File: config.mk
export PLATFORM = sky130hd
export DESIGN_NAME = utf8_text_field_checker_top
export DESIGN_NICKNAME = d
export VERILOG_FILES = /design/src/hdl/utf8tfc_pkg.sv /design/src/hdl/utf8_text_field_checker_top.sv
export VERILOG_INCLUDE_DIRS = /design/src /design/src/hdl
export SDC_FILE = /design/constraint.sdc
export NUM_CORES = 1
export LEC_CHECK = 0
export BUFFER_PORTS_ARGS = -buffer_cell sky130_fd_sc_hd__buf_2
export CORE_MARGIN = 10
export CORE_UTILIZATION = 25
export CTS_CLUSTER_DIAMETER = 50
export CTS_CLUSTER_SIZE = 20
export DETAILED_ROUTE_END_ITERATION = 8
export PLACE_DENSITY_LB_ADDON = 0.15
export SLEW_MARGIN = 25
export SYNTH_ARGS = -nofsm -noshare
export SYNTH_HDL_FRONTEND = slang
export SYNTH_SLANG_ARGS = --single-unit
File: constraint.sdc
create_clock -name aclk -period 4 [get_ports aclk]
set_input_delay 0.2 -clock aclk [delete_from_list [all_inputs] [get_ports aclk]]
set_output_delay 0.2 -clock aclk [all_outputs]
set_load 0.05 [all_outputs]
File: src/hdl/utf8_text_field_checker_top_defines.svh
// Assertion macros for the text field checker.
`ifndef UTF8_TEXT_FIELD_CHECKER_TOP_DEFINES_SVH
`define UTF8_TEXT_FIELD_CHECKER_TOP_DEFINES_SVH

`ifndef SYNTHESIS
`define UTF8TFC_ASSERT_SAME(lbl, clk, rstn, a, c) \
    lbl: assert property (@(posedge clk) disable iff (!rstn) (a) |-> (c)) \
        else $error("utf8tfc same-cycle check failed");
`define UTF8TFC_ASSERT_NEXT(lbl, clk, rstn, a, c) \
    lbl: assert property (@(posedge clk) disable iff (!rstn) (a) |=> (c)) \
        else $error("utf8tfc next-cycle check failed");
`else
`define UTF8TFC_ASSERT_SAME(lbl, clk, rstn, a, c)
`define UTF8TFC_ASSERT_NEXT(lbl, clk, rstn, a, c)
`endif

`endif

File: src/hdl/utf8tfc_pkg.sv
`timescale 1ns / 1ps

package utf8tfc_pkg;

    typedef enum logic [2:0] {
        VERDICT_OK        = 3'd0,
        VERDICT_EMPTY     = 3'd1,
        VERDICT_TOO_LONG  = 3'd2,
        VERDICT_BAD_UTF8  = 3'd3,
        VERDICT_CONTROL   = 3'd4,
        VERDICT_BLANK     = 3'd5
    } verdict_t;

    localparam logic       CFG_MAX_LENGTH  = 1'b0;
    localparam logic       CFG_ALLOW_EMPTY = 1'b1;

    localparam logic [15:0] MAX_LENGTH_RESET  = 16'd16384;
    localparam logic        ALLOW_EMPTY_RESET = 1'b0;

    localparam int          CFG_DATA_W = 16;
    localparam int          CP_W       = 21;
    localparam int          COUNT_W    = 17;

    localparam logic [7:0]  LEAD2_LO   = 8'hc2;
    localparam logic [7:0]  LEAD2_HI   = 8'hdf;
    localparam logic [7:0]  LEAD3_LO   = 8'he0;
    localparam logic [7:0]  LEAD3_HI   = 8'hef;
    localparam logic [7:0]  LEAD4_LO   = 8'hf0;
    localparam logic [7:0]  LEAD4_HI   = 8'hf4;
    localparam logic [7:0]  SPACE_CHAR = 8'h20;
    localparam logic [7:0]  DEL_CHAR   = 8'h7f;

    localparam logic [CP_W-1:0] CP_MAX       = 21'h10ffff;
    localparam logic [CP_W-1:0] SURROGATE_LO = 21'h00d800;
    localparam logic [CP_W-1:0] SURROGATE_HI = 21'h00dfff;

    function automatic logic [CP_W-1:0] min_point(input logic [1:0] cls);
        logic [CP_W-1:0] v;
        case (cls)
            2'd1:    v = 21'h000080;
            2'd2:    v = 21'h000800;
            2'd3:    v = 21'h010000;
            default: v = '0;
        endcase
        return v;
    endfunction

endpackage

File: src/hdl/utf8_text_field_checker_top.sv
`timescale 1ns / 1ps
`include "utf8_text_field_checker_top_defines.svh"

// Strict UTF-8 text field checker. Each input word carries one byte of a text
// field (s_tuser high) or none (s_tuser low), and s_tlast marks the field's
// final word; one verdict word comes out for every field, in the cycle after
// its last word is taken. The block takes one word per clock: the decoder state
// is updated from the incoming byte into registers, and the verdict sits in
// an output register. While a verdict waits with m_tready low, s_tready is low
// and no input word is taken. Verdicts:
// 0 ok, 1 empty, 2 too long, 3 bad UTF-8, 4 control byte, 5 blank. The
// configuration port must be written only while no field is in progress.
module utf8_text_field_checker_top (
    input  logic                              aclk,
    input  logic                              aresetn,
    input  logic                              s_tvalid,
    output logic                              s_tready,
    input  logic [7:0]                        s_tdata,   // [7:0] text_byte
    input  logic                              s_tuser,   // [0] has_byte
    input  logic                              s_tlast,
    output logic                              m_tvalid,
    input  logic                              m_tready,
    output logic [7:0]                        m_tdata,   // [2:0] verdict, [7:3] zero
    input  logic                              cfg_we,
    input  logic                              cfg_index,
    input  logic [utf8tfc_pkg::CFG_DATA_W-1:0] cfg_wdata
);

    localparam int CP_W    = utf8tfc_pkg::CP_W;
    localparam int COUNT_W = utf8tfc_pkg::COUNT_W;

    logic [15:0]          max_length_reg;
    logic                 allow_empty_reg;

    logic [1:0]           pend_reg,    pend_next,    pend_upd;
    logic [CP_W-1:0]      acc_reg,     acc_next,     acc_upd;
    logic [1:0]           cls_reg,     cls_next,     cls_upd;
    logic [COUNT_W-1:0]   count_reg,   count_next,   count_upd;
    logic                 bad_reg,     bad_next,     bad_upd;
    logic                 ctrl_reg,    ctrl_next,    ctrl_upd;
    logic                 nonsp_reg,   nonsp_next,   nonsp_upd;

    logic                 m_valid_reg, m_valid_next;
    utf8tfc_pkg::verdict_t verdict_reg, verdict_next, verdict_calc;

    logic                 accept;
    logic                 close_field;
    logic [CP_W-1:0]      acc_shift;

    assign s_tready    = !m_valid_reg || m_tready;
    assign accept      = s_tvalid && s_tready;
    assign close_field = accept && s_tlast;
    assign m_tvalid    = m_valid_reg;
    assign m_tdata     = {5'b0, verdict_reg};
    assign acc_shift   = {acc_reg[CP_W-7:0], s_tdata[5:0]};

    always_ff @(posedge aclk) begin
        if (!aresetn) begin
            max_length_reg  <= utf8tfc_pkg::MAX_LENGTH_RESET;
            allow_empty_reg <= utf8tfc_pkg::ALLOW_EMPTY_RESET;
        end else if (cfg_we) begin
            case (cfg_index)
                utf8tfc_pkg::CFG_MAX_LENGTH:  max_length_reg  <= cfg_wdata[15:0];
                utf8tfc_pkg::CFG_ALLOW_EMPTY: allow_empty_reg <= cfg_wdata[0];
                default: ;
            endcase
        end
    end

    always_comb begin
        pend_upd  = pend_reg;
        acc_upd   = acc_reg;
        cls_upd   = cls_reg;
        count_upd = count_reg;
        bad_upd   = bad_reg;
        ctrl_upd  = ctrl_reg;
        nonsp_upd = nonsp_reg;
        if (accept && s_tuser) begin
            if (count_reg != {COUNT_W{1'b1}}) begin
                count_upd = count_reg + 1'b1;
            end
            if (s_tdata < utf8tfc_pkg::SPACE_CHAR || s_tdata == utf8tfc_pkg::DEL_CHAR) begin
                ctrl_upd = 1'b1;
            end
            if (s_tdata != utf8tfc_pkg::SPACE_CHAR) begin
                nonsp_upd = 1'b1;
            end
            if (!bad_reg) begin
                if (pend_reg != 2'd0) begin
                    if (s_tdata[7:6] != 2'b10) begin
                        bad_upd = 1'b1;
                    end else begin
                        acc_upd  = acc_shift;
                        pend_upd = pend_reg - 2'd1;
                        if (pend_reg == 2'd1) begin
                            if (acc_shift < utf8tfc_pkg::min_point(cls_reg) ||
                                acc_shift > utf8tfc_pkg::CP_MAX ||
                                (acc_shift >= utf8tfc_pkg::SURROGATE_LO &&
                                 acc_shift <= utf8tfc_pkg::SURROGATE_HI)) begin
                                bad_upd = 1'b1;
                            end
                        end
                    end
                end else if (s_tdata[7]) begin
                    if (s_tdata >= utf8tfc_pkg::LEAD2_LO && s_tdata <= utf8tfc_pkg::LEAD2_HI) begin
                        pend_upd = 2'd1;
                        acc_upd  = {16'd0, s_tdata[4:0]};
                        cls_upd  = 2'd1;
                    end else if (s_tdata >= utf8tfc_pkg::LEAD3_LO &&
                                 s_tdata <= utf8tfc_pkg::LEAD3_HI) begin
                        pend_upd = 2'd2;
                        acc_upd  = {17'd0, s_tdata[3:0]};
                        cls_upd  = 2'd2;
                    end else if (s_tdata >= utf8tfc_pkg::LEAD4_LO &&
                                 s_tdata <= utf8tfc_pkg::LEAD4_HI) begin
                        pend_upd = 2'd3;
                        acc_upd  = {18'd0, s_tdata[2:0]};
                        cls_upd  = 2'd3;
                    end else begin
                        bad_upd = 1'b1;
                    end
                end
            end
        end
    end

    always_comb begin
        if (!allow_empty_reg && count_upd == '0) begin
            verdict_calc = utf8tfc_pkg::VERDICT_EMPTY;
        end else if (count_upd > {1'b0, max_length_reg}) begin
            verdict_calc = utf8tfc_pkg::VERDICT_TOO_LONG;
        end else if (bad_upd || pend_upd != 2'd0) begin
            verdict_calc = utf8tfc_pkg::VERDICT_BAD_UTF8;
        end else if (ctrl_upd) begin
            verdict_calc = utf8tfc_pkg::VERDICT_CONTROL;
        end else if (!allow_empty_reg && !nonsp_upd) begin
            verdict_calc = utf8tfc_pkg::VERDICT_BLANK;
        end else begin
            verdict_calc = utf8tfc_pkg::VERDICT_OK;
        end
    end

    always_comb begin
        if (close_field) begin
            pend_next  = '0;
            acc_next   = '0;
            cls_next   = '0;
            count_next = '0;
            bad_next   = 1'b0;
            ctrl_next  = 1'b0;
            nonsp_next = 1'b0;
        end else begin
            pend_next  = pend_upd;
            acc_next   = acc_upd;
            cls_next   = cls_upd;
            count_next = count_upd;
            bad_next   = bad_upd;
            ctrl_next  = ctrl_upd;
            nonsp_next = nonsp_upd;
        end
        verdict_next = close_field ? verdict_calc : verdict_reg;
        if (close_field) begin
            m_valid_next = 1'b1;
        end else if (m_tready) begin
            m_valid_next = 1'b0;
        end else begin
            m_valid_next = m_valid_reg;
        end
    end

    always_ff @(posedge aclk) begin
        if (!aresetn) begin
            pend_reg    <= '0;
            acc_reg     <= '0;
            cls_reg     <= '0;
            count_reg   <= '0;
            bad_reg     <= 1'b0;
            ctrl_reg    <= 1'b0;
            nonsp_reg   <= 1'b0;
            m_valid_reg <= 1'b0;
        end else begin
            pend_reg    <= pend_next;
            acc_reg     <= acc_next;
            cls_reg     <= cls_next;
            count_reg   <= count_next;
            bad_reg     <= bad_next;
            ctrl_reg    <= ctrl_next;
            nonsp_reg   <= nonsp_next;
            m_valid_reg <= m_valid_next;
        end
    end

    always_ff @(posedge aclk) begin
        verdict_reg <= verdict_next;
    end

    `UTF8TFC_ASSERT_NEXT(a_last_gives_word, aclk, aresetn, close_field, m_tvalid)
    `UTF8TFC_ASSERT_NEXT(a_field_cleared, aclk, aresetn, close_field, count_reg == '0 && pend_reg == 2'd0 && !bad_reg)
    `UTF8TFC_ASSERT_SAME(a_open_seq_has_class, aclk, aresetn, pend_reg != 2'd0, cls_reg != 2'd0)
    `UTF8TFC_ASSERT_SAME(a_verdict_range, aclk, aresetn, m_tvalid, m_tdata[2:0] <= 3'd5)

endmodule

==> results.txt, run 1 <==
- After detailed routing, the average wire length per cell comes to 14.5 µm.
- Number of global-route vias before repair: between 3000 and 4000
- The most used flip-flop cell after synthesis is dfxtp_1.
- Flop and latch count out of synthesis: 60
* Sink count of the clock tree: 60
* DRC violations left: 0
* Clock network latency to the later pin of the worst-skew pair: 0.33 ns
* Worst slack at placement: around 0.12 ns
- After legalization and detailed placement, the total HPWL measured 7210 µm.
- For the worst flop-to-flop path, the logic depth is 12.
- Leakage: 1.74 nW
- Post-synthesis instance area: 0.00350 mm²
- Starting utilization of the core area: 25.3%
- First-pass GRT wire length: between 15000 and 20000 µm
* Die Outline Area: 0.0191 mm²
* Count of vias placed by the detailed router: 3105
* Transition time at the pin with the least slew margin: roughly 0.62 ns
- Total number of placement rows: 43
* Clock skew after layout: 0.00533 ns
- Core area: 0.0138 mm²
- After clock tree synthesis, the clock-pin slew on the worst setup and hold paths is 0.05 ns.
* MaxCap Viol Count: 0
- Counting the buffers created by CTS gives 9.
- Critical path peak fanout: 6
* Final worst path period share: between 90% and 100%
- Averaged over all synthesized cells, the footprint is roughly 8 µm².
- Setup repair after global routing missed its margin: no
- Setup tns final: 0 ns
* Width of the die: 138 µm
- Ant. Diodes: 0
* Worst max-slew margin expressed relative to the limit: 58.8%
- In this run, post-CTS hold repair placed 0 buffers.
- Buffers placed on the I/O ports in this run total 36.
- Share of synthesized area occupied by flip-flops and latches: 35.1%
- Most frequent standard cell in the layout excluding fill and tap cells: nand2_1
- Final estimated routing congestion in global placement: 0.807
* Setup Viol. Count Final: 0
- Based on the critical path, the design can be clocked at up to ~0.27 GHz.
- H-tree depth: 3
* Final count of hold timing violations: 0
- Post-route antenna net violation count: 0
- Counting distinct cell types in the post-synthesis netlist gives 61.
- Category of the critical setup timing path: register to register
* Synth Instances: 427
* Total global routing overflow: 0
* Final critical delay including setup and external delays: roughly 3.7 ns
- The path class of the tightest hold or removal check is input pin to register.
- Largest vdd supply drop: roughly 0.29 mV
- Antenna violations before repair: 0
- Relative to the synthesized area, the layout overhead comes to 21.0%.
- Number of cells traversed by the worst hold path: 3
* Max FFs per register: 17
- Outcome: finished, final reports clean
* Slowest-stage cell, CP: or4_4
* Root buffer cell: clkbuf_16
- Final WS setup: around 0.26 ns
- For this design the ratio of total power to cell area is 372 mW/mm².
- STA puts the critical path data arrival time at 3.82 ns.
- On the critical path the largest part of the delay comes from simple AND/OR/NAND/NOR gates.
* Number of violations reported at the end of detailed-routing iteration 0: around 130
- Worst Path Buf+Inv: 0
- Share of post-route cells with drive strength above 1: 18.5%
- Yosys warnings: 0
- For this run, the post-layout net count is 523.
- Required time of the critical path: 4.07 ns
- Dominant cell type by count on the critical path: nor2b_1
- In the layout the commonest cells are 65 x nand2_1, 52 x dfxtp_1, 36 x buf_2.
- Number of search-and-repair iterations in the first detailed-routing pass: 4
* Fraction of post-synthesis cell area in the top cell type by area: 32.6%
- Entering global routing, the biggest net connects 37 pins.
* Cell types with the largest area share after synthesis: dfxtp_1 33%, ha_1 7.5%, nand2_1 7.0%, a21boi_0 3.6%, nor2b_1 3.0%
- Clock buffer depth: 2
- In the synthesized netlist the async set-or-reset flop fraction comes to 0%.
- Count of flip-flops with a built-in enable after synthesis: 3
- Number of ports placed on the die boundary: 42
- The biggest area contributor in the post-synthesis netlist is dfxtp_1.
* Vias per cell: 4.74
- Height of the chip: 138 µm
* Global-route usage over all layers: approximately a tenth
- Cell Chain, Critical Path: nor2b_1, or4_4, nor4b_2, xor2_1, ha_1, a21o_1, a211oi_1, o21ai_0, a221oi_2, o21ai_1, or4_1, nor2b_1
- Setup crit start kind: register
- The max-slew violation count was 0.
- The critical path crosses 12 cells after its start point.
- TritonCTS built the clock tree.
- Highest cell delay on the worst timing path: 0.62 ns
- STA classifies the critical path endpoint as a register.
- Total length of routed wires: 9500 µm
## final timing paths
kind                            slack (ns)           from            endpoint
worst min register to register        0.46      nonsp_reg           nonsp_reg
worst min-delay path                   0.1  cfg_wdata[14]  max_length_reg[14]
worst max register to register        0.26       m_tvalid      verdict_reg[1]
worst max-delay path                  0.26       m_tvalid      verdict_reg[1]
## kinds of logic after synthesis
logic type	synth area share [%]
AND/OR/NAND/NOR	31.5
AO/OA/AOI/OAI	15.2
flip-flops	35.1
buffers and inverters	5.86
adder cells (fa/ha/maj)	7.50
XOR/XNOR	2.50
multiplexers	2.14
other	0.107
## layout make-up
cell class | instances | area, µm²
Clock buffer | 12 | 256
Clock inverter | 4 | 47.5
Fill cell | 1468 | 9590
Inverter | 26 | 97.6
Multi-Input combinational cell | 324 | 2100
Sequential cell | 60 | 1240
Tap cell | 180 | 225
Timing Repair Buffer | 49 | 278
## Yosys cell counts (5+ instances only)
library cell / count
nand2_1: 65
dfxtp_1: 57
inv_1: 25
nor2_1: 25
ha_1: 21
a21oi_1: 20
a21boi_0: 17
nor2b_1: 17
clkbuf_1: 13
nand3_1: 12
nand3b_1: 10
nor3_1: 10
o21ai_0: 10
and3_1: 9
nand4_1: 7
nor4_1: 7
or4_1: 7
xor2_1: 7
and2_1: 6
buf_4: 5
## report_power, final
part	switching [mW]	internal, mW	leakage [nW]
sequential	0.00774	0.618	0.492
clock	0.278	0.514	0.149
combinational	0.102	0.0561	1.10
total	0.388	1.19	1.74
## what timing repair did
action	CTS	global route
resized for setup	0	9
buffers inserted	0	1
endpoints found under the setup margin	0	2
## metal layers
metal	vias to the layer above	track usage, %	routed length [µm]
met5	-	0	0
met4	0	4.00	143
met3	10	3.01	349
met2	61	15.3	4290
met1	1436	12.9	4720
li1	1598	-	-
## worst reg2reg max path, cell delays in order, from the launching register on
cell	delay, ns
dfxtp_1	0.30
nor2b_1	0.21
or4_4	0.62
nor4b_2	0.34
xor2_1	0.26
ha_1	0.29
a21o_1	0.16
a211oi_1	0.21
o21ai_0	0.14
a221oi_2	0.20
o21ai_1	0.16
or4_1	0.45
nor2b_1	0.16
## metrics by stage
step | instance area, µm² | instances | hold WS (ns) | util (%) | power [mW]
3_3_place_gp | 3910 | 638 | 0.430 | 28.3 | 0.795
6_report | 4240 | 655 | 0.0982 | 30.7 | 1.58
5_1_grt | 4240 | 655 | 0.114 | 30.7 | 1.65
2_1_floorplan | 3520 | 431 | 0.338 | - | 0.748
3_5_place_dp | 3910 | 638 | 0.433 | 28.3 | 0.796
4_1_cts | 4210 | 654 | 0.0764 | 30.4 | 1.60
(Power assumes the default switching activity.)
==> inputs of run 2 (changes only) <==
PLACE_DENSITY_LB_ADDON = 0.25   (was 0.15)
==> results.txt, run 2 (synthesis gave the netlist of run 1 again) <==
- Outcome: finished, final reports clean
- DRC violations left: 0 (unchanged)
* Worst Path Buf+Inv: 0 (unchanged)
* MaxCap Viol Count: 0 (unchanged)
* Ant. Diodes: 0 (unchanged)
* Width of the die: 138 µm (unchanged)
* CTS tree: built
* Required time of the critical path: 4.07 ns (about the same)
- Most frequent standard cell in the layout excluding fill and tap cells: nand2_1
- Class of the tightest hold or removal check: input pin to register
* Total global routing overflow: 0 (unchanged)
- Layout Nets: 522 (-0.19%)
- Height of the chip: 138 µm (unchanged)
- The root buffer cell chosen for the clock tree is clkbuf_16.
- CP endpoint kind: register
- Sink count of the clock tree: 60 (unchanged)
- Power density over cell area: 398 mW/mm² (+7.0%)
- The number of flip-flops under the largest register name is 17 (unchanged).
* Clock network latency to the later pin of the worst-skew pair: 0.32 ns (about the same)
* Die Outline Area: 0.0191 mm² (unchanged)
- The startpoint identified for the worst register-to-register timing path is m_tvalid.
- Peak Freq: 0.271 GHz (+1.6%)
- The global routing met1 resource utilization is 12.2% (-0.70 points).
- The max-slew violation count came to 0 (unchanged).
- Largest vdd supply drop: 0.255 mV (-13%)
- The shortest clock period the worst path allows after layout came to 3.69 ns (-0.0599 ns).
- Clock skew after layout: 0.00550 ns (+0.000169 ns)
* Setup tns final: 0 ns (unchanged)
- Number of inserted filler cells in the final layout: 1467 (-0.068%)
- Layout Area Growth over Synthesis: 22.6%
* Antenna violations before repair: 0 (unchanged)
- Count of vias placed by the detailed router: 3151 (+1.5%)
* First-pass GRT wire length: 15500 µm (-2.2%)
* Setup repair after global routing missed its margin: no
- The area of all sequential standard cells came to 0.00124 mm² (unchanged).
- Overall power: 1.71 mW (+8.4%)
- The transition time of the tightest slew-check pin came to 0.628 ns (+0.0101 ns).
- Final estimated routing congestion in global placement: 0.897 (+11%)
- The met3 track demand over resource in global routing was 3.25% (+0.24 points).
- The critical path in this run is classified as register to register.
- Largest net degree at the start of global routing: 37 (unchanged)
* Dominant cell type by count on the critical path: nor2b_1
* Worst max-slew margin expressed relative to the limit: 58.2% (-0.68 points)
- The number of global-route vias before repair came to 3162 (+0.80%).
- The leakage power is 1.77 nW (+1.6%).
- The number of buffers inserted by port buffering was 36 (unchanged).
* Final HPWL DP: 7090 µm (-1.7%)
- Area of the multi-input gates: 0.00211 mm² (+0.36%)
- Highest cell delay on the worst timing path: 0.62 ns (about the same)
- In the layout the commonest cells are 65 x nand2_1, 52 x dfxtp_1, 36 x buf_2.
* Clock buffer depth: 2 (unchanged)
* Post-route antenna net violation count: 0 (unchanged)
- Arrival time at the worst endpoint: 3.76 ns (-0.06 ns)
- The hold-fix buffer count after cts came to 0 (unchanged).
- The H-tree depth came to 3 (unchanged).
- The sum of routed wire length over all layers came to 9210 µm (-3.0%).
- The setup slack of the worst register-to-register path is 0.31 ns (+0.06 ns).
* Starting utilization of the core area: 25.3% (unchanged)
- Worst Hold Path EP: max_length_reg[14]
* Number of ports placed on the die boundary: 42 (unchanged)
* Endpoint of the worst register-to-register path: verdict_reg[1]
- The total global-route track usage came to 9.55% (-0.48 points).
* Number of search-and-repair iterations in the first detailed-routing pass: 4 (unchanged)
- The detailed-route vias per instance was 4.82 (+1.6%).
- The depth of the worst hold-timing path was 3 (unchanged).
* Setup crit start kind: register
- The fraction of the cycle the final worst path needs was 92.1% (-1.5 points).
* Hold wc startpoint: cfg_wdata[14]
- The number of CTS-inserted buffers is 9 (unchanged).
* Critical path peak fanout: 5 (-1)
- Number of cell instances on the worst register-to-register path: 12 (unchanged)
* Total number of placement rows: 43 (unchanged)
- Mean routed wirelength per cell: 14.1 µm (-2.9%)
- The fraction of layout cells with a size suffix above 1 is 18.4% (-0.17 points).
- The met2 capacity usage during global routing was 14.6% (-0.63 points).
* Cell Chain, Critical Path: nor2b_1, or4_4, nor4b_4, xor2_1, ha_1, a21o_1, a211oi_1, o21ai_0, a221oi_2, o21ai_1, or4_1, nor2b_1
- The number of endpoints failing setup at the final stage is 0 (unchanged).
- The clock slew seen by the registers of the worst setup and hold paths was 0.06 ns (about the same).
- Most utilized layer in the global route result: met2
- Slowest-stage cell, CP: or4_4
- The DRC violation total after the first TritonRoute iteration came to 128 (+2.4%).
* Final count of hold timing violations: 0 (unchanged)
- The area of the placeable core is 0.0138 mm² (unchanged).
* Kind of cell with the highest combined delay on the critical path: simple AND/OR/NAND/NOR gates
-- run 2: worst min-delay path: stages --
cell	delay [ns]
buf_2	0.08
nand2_1	0.04
o211ai_1	0.07
-- run 2: per-layer routing --
layer,share of wire [%],vias to the layer above,wire (µm)
met3,5.2,14,481
met2,44,86,4050
met5,0,-,0
met1,49,1452,4510
met4,1.8,0,166
li1,-,1599,-
-- run 2: power breakdown --
part / total [mW] / internal [mW] / switching (mW)
clock: 0.925 / 0.645 / 0.280
combinational: 0.157 / 0.0560 / 0.101
sequential: 0.626 / 0.618 / 0.00832
-- run 2: worst max path at each step --
stage                       from  cells after the start             end  slack, ns
floorplan               m_tvalid                     13  verdict_reg[1]       0.27
finish                  m_tvalid                     12  verdict_reg[1]       0.31
CTS                 count_reg[4]                     12  verdict_reg[1]       0.07
global route        count_reg[1]                     14  verdict_reg[1]       0.01
detailed placement  count_reg[0]                     14  verdict_reg[1]       0.15
global placement    count_reg[0]                     14  verdict_reg[1]       0.21
-- run 2: layout make-up --
type,instances,area share [%]
multi-input cells,324,49.0
flip-flops and latches,60,28.8
repair buffers,48,6.29
clock buffers,10,5.83
well taps,180,5.24
clock inverters,6,2.53
inverters,26,2.27
-- run 2: timing repair --
| action | 4_1_cts | 5_1_grt |
|---|---|---|
| setup buffers | 0 | 1 |
| endpoints found under the setup margin | 0 | 2 |
| resized for setup | 0 | 9 |
-- run 2: through the flow --
| stage | cell area [µm²] | hold slack (ns) | setup slack (ns) | cells | utilization, % |
|---|---|---|---|---|---|
| floorplan | 3520 | 0.338 | 0.274 | 431 | - |
| global placement | 3900 | 0.440 | 0.211 | 637 | 28.2 |
| detailed placement | 3900 | 0.444 | 0.151 | 637 | 28.2 |
| CTS | 4260 | 0.103 | 0.0672 | 653 | 30.8 |
| global route | 4300 | 0.130 | 0.0108 | 654 | 31.1 |
| finish | 4300 | 0.112 | 0.315 | 654 | 31.1 |
==> inputs of run 3 (changes only) <==
CORE_ASPECT_RATIO = 0.6   (was unset)
==> results.txt, run 3 (synthesis gave the netlist of run 1 again) <==
- The reported max-cap violation count came to 0 (unchanged).
* Hold wc startpoint: cfg_wdata[14]
* Transition time at the pin with the least slew margin: 0.670 ns (+0.0419 ns)
- Number of ports placed on the die boundary: 42 (unchanged)
- The floorplan die height is 112 µm (-19%).
- By startpoint and endpoint, the worst setup path is classified as register to register.
- The maximum root-to-sink buffer count came to 2 (unchanged).
- CP endpoint kind: register
- Root buffer cell: clkbuf_16
- The largest clock skew in the final design was 0.00623 ns (+0.000733 ns).
- Width of the die: 173 µm (+25%)
- Largest vdd supply drop: 0.155 mV (-39%)
* Antenna violations before repair: 0 (unchanged)
* Class of the tightest hold or removal check: input pin to register
- The fraction of power spent switching nets is 24.2% (+1.4 points).
* Post-route antenna net violation count: 0 (unchanged)
* CTS tree: built
* Top library cells by usage in the layout, fill and taps aside: 65 x nand2_1, 54 x dfxtp_1, 36 x buf_2
* Core area: 0.0137 mm² (-1.2%)
* Most frequent standard cell in the layout excluding fill and tap cells: nand2_1
* Number of cell instances on the worst register-to-register path: 12 (unchanged)
* Setup repair after global routing missed its margin: no
- Critical path peak fanout: 5 (unchanged)
- The shortest clock period the worst path allows after layout is 3.77 ns (+0.0837 ns).
- The utilization of the core after routing was 31.3% (+0.19 points).
- The H-tree depth came to 3 (unchanged).
* Number of search-and-repair iterations in the first detailed-routing pass: 4 (unchanged)
* Highest cell delay on the worst timing path: 0.60 ns (-0.02 ns)
- Layout Area Growth over Synthesis: 21.9%
* Count of vias placed by the detailed router: 3128 (-0.73%)
- Sink count of the clock tree: 60 (unchanged)
- The number of buffers inserted to repair setup after CTS was 0 (unchanged).
- Number of violations reported at the end of detailed-routing iteration 0: 174 (+36%)
- The worst hold path terminates at max_length_reg[14].
* Clock edge transition at the registers on the reported setup and hold paths: 0.05 ns (about the same)
- Leakage: 1.74 nW (-1.6%)
- Total global routing overflow: 0 (unchanged)
* Final count of hold timing violations: 0 (unchanged)
- Share of post-route cells with drive strength above 1: 18.6% (+0.21 points)
* Reg2reg setup slack: 0.23 ns (-0.08 ns)
- Power density over cell area: 367 mW/mm² (-7.8%)
- The number of endpoints failing setup at the final stage was 0 (unchanged).
- The number of nets in the final layout came to 522 (unchanged).
- Switching power: 379 µW (-2.7%)
- Total number of placement rows: 33 (-23%)
- The final weighted congestion in routability-driven placement was 0.886 (-1.1%).
* DRC violations left: 0 (unchanged)
* Global-route usage over all layers: 9.92% (+0.37 points)
* Setup crit start kind: register
- The number of buffers inserted by port buffering was 36 (unchanged).
* Largest net degree at the start of global routing: 37 (unchanged)
- The critical path goes through nand3_2, or4_4, nor4b_4, xor2_2, ha_1, a21o_1, a211oi_1, o21ai_0, a221oi_2, o21ai_2, or4_1, nor2b_1.
- The starting density of the core came to 25.6% (+0.30 points).
- Vias per cell: 4.70 (-2.5%)
- Max FFs per register: 17 (unchanged)
* Arrival time at the worst endpoint: 3.84 ns (+0.08 ns)
- Setup tns final: 0 ns (unchanged)
- Number of clock buffers inserted by TritonCTS: 9 (unchanged)
- Total length of routed wires: 9610 µm (+4.3%)
- Slew Viols, Final: 0 (unchanged)
- Slowest-stage cell, CP: or4_4
- The count of inserted antenna diode cells came to 0 (unchanged).
- Peak Freq: 0.265 GHz (-2.2%)
- The sequential cell fraction of total power came to 39.9% (+3.2 points).
* Beginning of the worst register-to-register path: count_reg[6]
* Number of global-route vias before repair: 3037 (-4.0%)
- The final hold slack came to 0.105 ns (-0.00716 ns).
- In this run the critical register-to-register path is captured at verdict_reg[1].
* Number of inserted filler cells in the final layout: 1487 (+1.4%)
* First-pass GRT wire length: 15700 µm (+1.2%)
* Die Outline Area: 0.0193 mm² (+0.81%)
- The proportion of power drawn by combinational gates came to 10.2% (+1.0 points).
* Required time of the critical path: 4.07 ns (about the same)
* Internal power: 1.19 mW (-9.9%)
- Final HPWL DP: 7480 µm (+5.5%)
* Final worst path period share: 94.2% (+2.1 points)
* Clock network latency to the later pin of the worst-skew pair: 0.32 ns (about the same)
- The run finished with clean final reports.
* Mean routed wirelength per cell: 14.4 µm (+2.5%)
- Number of cells traversed by the worst hold path: 3 (unchanged)
- Worst max-slew margin expressed relative to the limit: 55.4% (-2.8 points)
- The clock group share of total power came to 49.9% (-4.3 points).
run 3: timing repair:
item / in CTS / in global routing
resized for setup: 0 / 11
endpoints found under the setup margin: 0 / 2
hold buffers: 0 / 0
run 3: worst max-delay path: cells and delay by family (launching register included):
kind                     cells  cell delay [ns]
adder cells (fa/ha/maj)      1             0.29
AND/OR/NAND/NOR              5             1.71
AO/OA/AOI/OAI                5             0.88
XOR/XNOR                     1             0.24
flip-flops                   1             0.40
run 3: cell type report:
type	instances	area (µm²)	share of cell area, %
clock inverters	4	47.5	1.11
inverters	26	97.6	2.28
clock buffers	12	256	6.00
multi-input cells	324	2120	49.7
flip-flops and latches	60	1230	28.9
well taps	192	240	5.62
repair buffers	48	270	6.33
run 3: worst max path at each step:
stage / endpoint / cells after the start / start / slack, ns
2_1_floorplan: verdict_reg[1] / 13 / m_tvalid / 0.27
3_3_place_gp: verdict_reg[1] / 12 / m_tvalid / 0.15
3_5_place_dp: verdict_reg[1] / 12 / count_reg[4] / 0.03
4_1_cts: verdict_reg[1] / 12 / count_reg[4] / 0.02
5_1_grt: verdict_reg[1] / 14 / count_reg[1] / 0.03
6_report: verdict_reg[1] / 12 / count_reg[6] / 0.23
run 3: layer usage:
layer / up-vias / track usage, % / part of all wire (%)
li1: 1595 / - / -
met1: 1464 / 14.8 / 54
met2: 57 / 13.3 / 40
met3: 12 / 2.60 / 4.8
met4: 0 / 3.15 / 1.3
met5: - / 0 / 0
run 3: metrics by stage:
step | std cells | power, mW | setup WS, ns | instance area [µm²]
2_1_floorplan | 431 | 0.748 | 0.274 | 3520
3_3_place_gp | 650 | 0.795 | 0.149 | 3920
3_5_place_dp | 650 | 0.796 | 0.0343 | 3920
4_1_cts | 666 | 1.59 | 0.0223 | 4230
5_1_grt | 666 | 1.64 | 0.0273 | 4270
6_report | 666 | 1.57 | 0.231 | 4270
run 3: power by group through the flow:
stage	Combinational [mW]	Clock, mW	Sequential (mW)
finish	0.160	0.781	0.625
global route	0.180	0.837	0.626
floorplan	0.104	0	0.644
global placement	0.157	0	0.638
detailed placement	0.158	0	0.638
CTS	0.159	0.806	0.625
